==> config.mk <==
export PLATFORM = sky130hd
export DESIGN_NAME = awis_scale
export DESIGN_NICKNAME = d
export VERILOG_FILES = /design/src/rtl/awis_pkg.sv /design/src/rtl/awis_scale.sv
export SDC_FILE = /design/constraint.sdc
export NUM_CORES = 2
export LEC_CHECK = 0
export BUFFER_PORTS_ARGS = -buffer_cell sky130_fd_sc_hd__buf_2
export CORE_UTILIZATION = 55
export DETAILED_ROUTE_END_ITERATION = 10
export PLACE_DENSITY_LB_ADDON = 0.3
export RECOVER_POWER = 100
export SLEW_MARGIN = 20
export SYNTH_ARGS = -nofsm -noshare
export SYNTH_HDL_FRONTEND = slang
export SYNTH_SLANG_ARGS = --single-unit
==> constraint.sdc <==
create_clock -name clk -period 10 [get_ports clk]
set_clock_uncertainty 0.2 [all_clocks]
set_input_delay 2 -clock clk [delete_from_list [all_inputs] [get_ports clk]]
set_output_delay 2 -clock clk [all_outputs]
set_load 0.01 [all_outputs]
==> src/rtl/awis_pkg.sv <==
// shared constants and types for the area weighted index sampler
// no dependencies; imported by every module of the block
`timescale 1ns / 1ps
`default_nettype none

package awis_pkg;

	// table size and area precision
	localparam int MAX_LIGHTS = 64;
	localparam int AREA_BITS  = 32;

	// field widths
	localparam int MODE_W    = 2;
	localparam int AREA_W    = 32;
	localparam int SAMPLE_W  = 32;
	localparam int OUT_IDX_W = 6;
	localparam int SUM_W     = 38;
	localparam int STATUS_W  = 2;

	// derived widths
	localparam int IDX_W    = (MAX_LIGHTS > 1) ? $clog2(MAX_LIGHTS) : 1;
	localparam int CNT_W    = $clog2(MAX_LIGHTS + 1);
	localparam int TOT_HI_W = SUM_W - SAMPLE_W;
	localparam int LO_W     = 2 * SAMPLE_W;
	localparam int HI_W     = SAMPLE_W + TOT_HI_W;
	localparam int PROD_W   = SUM_W + SAMPLE_W;

	// stream word widths
	localparam int S_DATA_W = 64;
	localparam int S_USER_W = MODE_W;
	localparam int M_DATA_W = 48;
	localparam int M_USER_W = STATUS_W;
	localparam int M_PAD_W  = M_DATA_W - OUT_IDX_W - SUM_W;

	localparam logic [AREA_W-1:0] AREA_MASK = (AREA_BITS >= AREA_W) ? {AREA_W{1'b1}} :
		AREA_W'((64'd1 << AREA_BITS) - 64'd1);
	localparam logic [SUM_W-1:0] SUM_MAX = {SUM_W{1'b1}};
	localparam logic [CNT_W-1:0] CNT_FULL = CNT_W'(MAX_LIGHTS);

	typedef enum logic [MODE_W-1:0] {
		MODE_CLEAR  = 2'd0,
		MODE_APPEND = 2'd1,
		MODE_DRAW   = 2'd2
	} mode_t;

	typedef enum logic [STATUS_W-1:0] {
		STAT_OK        = 2'd0,
		STAT_NO_LIGHTS = 2'd1,
		STAT_FULL      = 2'd2
	} status_t;

	typedef enum logic [2:0] {
		S_IDLE,
		S_MUL1,
		S_MUL2,
		S_SRCH,
		S_DONE
	} state_t;

endpackage

`default_nettype wire

==> src/rtl/awis_scale.sv <==
// two-stage scaler: product of the draw fraction and the total area
// depends on awis_pkg
`timescale 1ns / 1ps
`default_nettype none

module awis_scale
	import awis_pkg::*;
(
	input  wire logic                clk,
	input  wire logic [SAMPLE_W-1:0] sample,
	input  wire logic [SUM_W-1:0]    total,
	output logic      [PROD_W-1:0]   prod_s2
);

	logic [LO_W-1:0] lo_s1;
	logic [HI_W-1:0] hi_s1;

	// partial products: fraction times low and high part of the total
	always_ff @(posedge clk) begin
		lo_s1 <= LO_W'(sample) * LO_W'(total[SAMPLE_W-1:0]);
		hi_s1 <= HI_W'(sample) * HI_W'(total[SUM_W-1:SAMPLE_W]);
	end

	// recombine the partial products
	always_ff @(posedge clk) begin
		prod_s2 <= {hi_s1, {SAMPLE_W{1'b0}}} + PROD_W'(lo_s1);
	end

endmodule

`default_nettype wire

-- After elaboration in Yosys (flattened, before gate mapping)
Cells that the tools add are included.
- flip-flop bits (word level): 172
- input bits: 71
- output and inout port bits: 70
- logic and storage cells: 6
- $add $sub $neg: 1
- multiply operators: 2
- operator list (kind ; number):
    adder 70 x 64 -> 70 bit ; 1
    multiplier 32 x 32 -> 64 bit ; 1
    multiplier 32 x 6 -> 38 bit ; 1

-- Logic depth before layout (Yosys ltp)
- depth after elaboration: 1
- depth in mapped cells: 28
- depth with buffers taken out: 25

-- Worst setup path after synthesis
No wires, ideal clock.
- kind: input port to flip-flop
- start point: in sample[11]
- end point: reg lo_s1[62]
- setup time: 0.072 ns
- arrival: 8.857 ns
- data required time: 9.728 ns
- setup slack: 0.871 ns
- stages on the path: 25
- buffers on the path: 3
- cells stage by stage: clkbuf_1 > clkbuf_1 > and2_1 > fa_1 > fa_1 > fa_1 > inv_1 > fa_1 > inv_1 > fa_1 > inv_1 > fa_1 > inv_1 > fa_1 > fa_1 > ha_1 > and3_1 > buf_2 > a41o_1 > or3_4 > o21ba_1 > a41o_1 > a21o_1 > a311oi_2 > xnor2_1
- cells in the longest elaborated chain, start to end: 1
- ends and longest elaborated chain (item ; RTL line ; text):
    start, declared ; awis_scale.sv:10 ; input wire logic [SAMPLE_W-1:0] sample,
    multiplier 32 x 32 -> 64 bit ; awis_scale.sv:20 ; lo_s1 <= LO_W'(sample) * LO_W'(total[SAMPLE_W-1:0]);
    end signal, assigned ; awis_scale.sv:20 ;
    end, declared ; awis_scale.sv:15 ; logic [LO_W-1:0] lo_s1;
Every way passes these cells.

-- Worst setup path in the final report
- start point: in total[9]
- end point: reg lo_s1[60]
- cells in the longest elaborated chain, start to end: 1
- ends and longest elaborated chain (item ; RTL line ; text):
    start, declared ; awis_scale.sv:11 ; input wire logic [SUM_W-1:0] total,
    multiplier 32 x 32 -> 64 bit ; awis_scale.sv:20 ;
Every way passes these cells.

==> impl_metrics.ini <==
[run_status]
outcome = completed

[routing]
postRouteAntennaNets = 0
totalWireLength_um = 120000
wl_per_cell_um = 20.4
drt_pre_antenna_iters = 6
avgViaCountPerCell = 5.60
initialDrtViolationCount = 2342
routed-via-count = 33000
post-route-drc-count = 0

[clock_network]
cts.sinks = 172
clk_latency_ns = 0.47
ctsHtreeMaxLevel = 4
cts_setup_buffers = 0
cts-root-buf = clkbuf_16
post_cts_resized = 0
cts_buffer_depth = 2
hold_buffers = 0
cts_buffers = 17
tritoncts = done
cts.reportedPaths.clkPinSlew_ns = 0.07

[die]
initial_core_util = 0.558
fp.dieW_um = 285
top_level_ports = 141
die_area_um2 = 81500
rows = 103
die_h_um = 285
core_area_um2 = 79300

[yosys]
synth_area_per_cell_um2 = 9.13
netlist_area_um2 = 44200
synth_cells = 4843
yosysSeqAreaShare = 0.0779
ys_types = 66
synthArstFlopShare = 0
ys_ff_latch = 172
yosysTopAreaCell = fa_1
synth.area.top_cells = fa_1 (46%), ha_1 (9.7%), and2_1 (9.0%)
synthFlopType = dfxtp_1
ys_warn_count = 0
synth_edf_count = 0
synth_nets = 6273
yosys.area.top_type_share = 0.461

[final_layout]
seqCellArea_um2 = 3440
fill_cells = 7059
areaGrowthSynthToFinish_pct = 4.81
multi_input_area_um2 = 36000
num-nets-final = 6244
drive_above_1_share = 0.0416

[global_routing]
grt_pass1_wl_um = 196000
grt_max_degree = 33
grt_overflow_total = 0
grt_pass1_vias = 36000
grt.total_usage = 0.312
antenna_found_initial = 3

[sta]
drv_slew = 0
hold_viol = 0
rsz0062_at_grt = false
setup_violations = 0
fin_setup_tns_ns = 0
fmax_mhz = 103
fin_crit_sh = 0.967
max-slew-margin-rel = 0.380
worst_pin_slew_ns = 0.930
finalCriticalPeriod_ns = 9.67

[job]
maxCapViolCount = 0

[critical_path]
critical_path.max_stage_delay_ns = 0.69
crit_top_cell = fa_1
end_kind = flip-flop
crit_chain = clkbuf_2 > nand2_1 > fa_1 > fa_1 > fa_1 > fa_1 > inv_1 > fa_1 > fa_1 > fa_1 > fa_1 > ha_1 > nand3_1 > nor4_1 > a2bb2oi_1 > o21ai_0 > a41oi_2 > o41ai_1 > clkbuf_1 > or4_4 > a221oi_2 > xnor2_1
reg2regPathDepth = 12
r2r-start = lo_s1[32]$_DFF_P_
cp.depth = 22
worst-endpoint-required_ns = 10.16
worstSetupStartpointType = primary input
critPathTopFamily = adder cells
timing.rr.end = prod_s2[64]$_DFF_P_
critPathLaunch = total[9]
endpoint = lo_s1[60]$_DFF_P_
reg2reg_slack_ns = 6.42
worstPathArrival_ns = 9.83
crit_buf_inv = 3
critical_path_class = in -> reg
slowest_stage = clkbuf_2
critPathMaxFanout = 32

[worst_hold_path]
hold_class = reg -> reg
holdCritStartpoint = lo_s1[10]$_DFF_P_

[placed_design]
hpwl_um = 96000
gp_congestion = 0.959
io_buffers = 140
==> flip-flops by register name, summed over array words and instances, names as in the netlist <==
signal,count
hi_s1,38
lo_s1,64
prod_s2,70
==> worst register-to-register path: stages, from the launching register on <==
cell	delay, ns
dfxtp_1	0.31
ha_1	0.22
inv_1	0.07
fa_1	0.20
nor2b_1	0.07
o31a_1	0.29
o311a_1	0.40
a41o_1	0.32
o31ai_1	0.40
a22oi_1	0.30
a31o_2	0.34
a21boi_0	0.24
xnor2_1	0.15
==> Yosys cell counts, types with 7 or more instances <==
cell type	n
ha_1	341
nor2b_1	7
and2_1	634
nand4_1	23
nand2_1	695
inv_1	972
o21ai_0	63
nor3_1	19
clkbuf_1	266
a31oi_1	16
dfxtp_1	172
buf_1	12
o21a_1	8
a21o_1	92
nor2_1	53
a21oi_1	136
nand3_1	34
and3_1	17
xnor2_1	76
o21bai_1	25
a211oi_1	12
xor2_1	50
fa_1	1018
==> layout make-up <==
type                    count  share of cell area
well taps                1050              0.0284
flip-flops and latches    172              0.0743
multi-input cells        3417               0.778
repair buffers            234              0.0284
clock buffers              17             0.00918
clock inverters            15             0.00316
inverters                 972              0.0788
diodes                      4            0.000216
==> kinds of logic (layout without fill, tap and decap cells) <==
logic type                 count (synthesis)  in the layout  synth area share
and+or+nand+nor                         1512           1512             0.171
buffers and inverters                   1254           1238             0.107
xor gates and xnor gates                 126            126            0.0250
adders and majority gates               1359           1359             0.558
other                                      0              4                 0
DFF                                      172            172            0.0779
AOI/OAI and AO/OA                        420            420            0.0621
==> layer usage <==
metal / GRT usage / vias up / wire (µm) / share of wire
met3: 0.0457 / 315 / 8120 / 0.068
met2: 0.535 / 1377 / 59000 / 0.49
met1: 0.391 / 16900 / 46900 / 0.39
li1: - / 14300 / - / -
met5: 0 / - / 13 / 0.00011
met4: 0.139 / 2 / 5660 / 0.047
==> worst min-delay path by stage <==
stage,endpoint,slack (ns),cells past startpoint
5_1_grt,prod_s2[4]$_DFF_P_,0.13,0
4_1_cts,prod_s2[11]$_DFF_P_,0.13,0
2_1_floorplan,prod_s2[0]$_DFF_P_,0.11,0
6_report,prod_s2[10]$_DFF_P_,0.13,0
3_3_place_gp,prod_s2[10]$_DFF_P_,0.11,0
3_5_place_dp,prod_s2[15]$_DFF_P_,0.11,0
==> cells in the final DEF (no fill, tap or decap), drive strengths merged, types with 4 or more instances in the layout <==
cell type,n
fa,1018
inv,981
nand2,695
and2,634
ha,341
dfxtp,172
buf,156
a21oi,136
clkbuf,95
a21o,92
xnor2,76
o21ai,63
nor2,53
xor2,50
nand3,34
o21bai,25
nand4,23
nor3,19
and3,17
a31oi,16
a211oi,12
o21a,8
o31ai,7
nor2b,7
nand2b,6
or3,6
o211ai,6
a41o,6
nor4,6
a311oi,5
a21boi,5
clkinv,5
diode,4
o31a,4
a31o,4
or4,4
a41oi,4
==> metrics by stage <==
step / area [µm²] / setup slack (ns) / instances / hold WS, ns / util
after floorplan: 44200 / 0.871 / 4843 / 0.110 / -
after global placement: 45900 / 0.124 / 5845 / 0.110 / 0.579
after detailed placement: 45900 / 0.0601 / 5845 / 0.112 / 0.579
after CTS: 46400 / 0.561 / 5877 / 0.128 / 0.586
after global routing: 46300 / 0.118 / 5878 / 0.135 / 0.584
final: 46300 / 0.326 / 5881 / 0.126 / 0.585
Power is left out: the tool's default activity adds up to more than one toggle a clock period on the data nets, which glitch-free logic cannot reach.
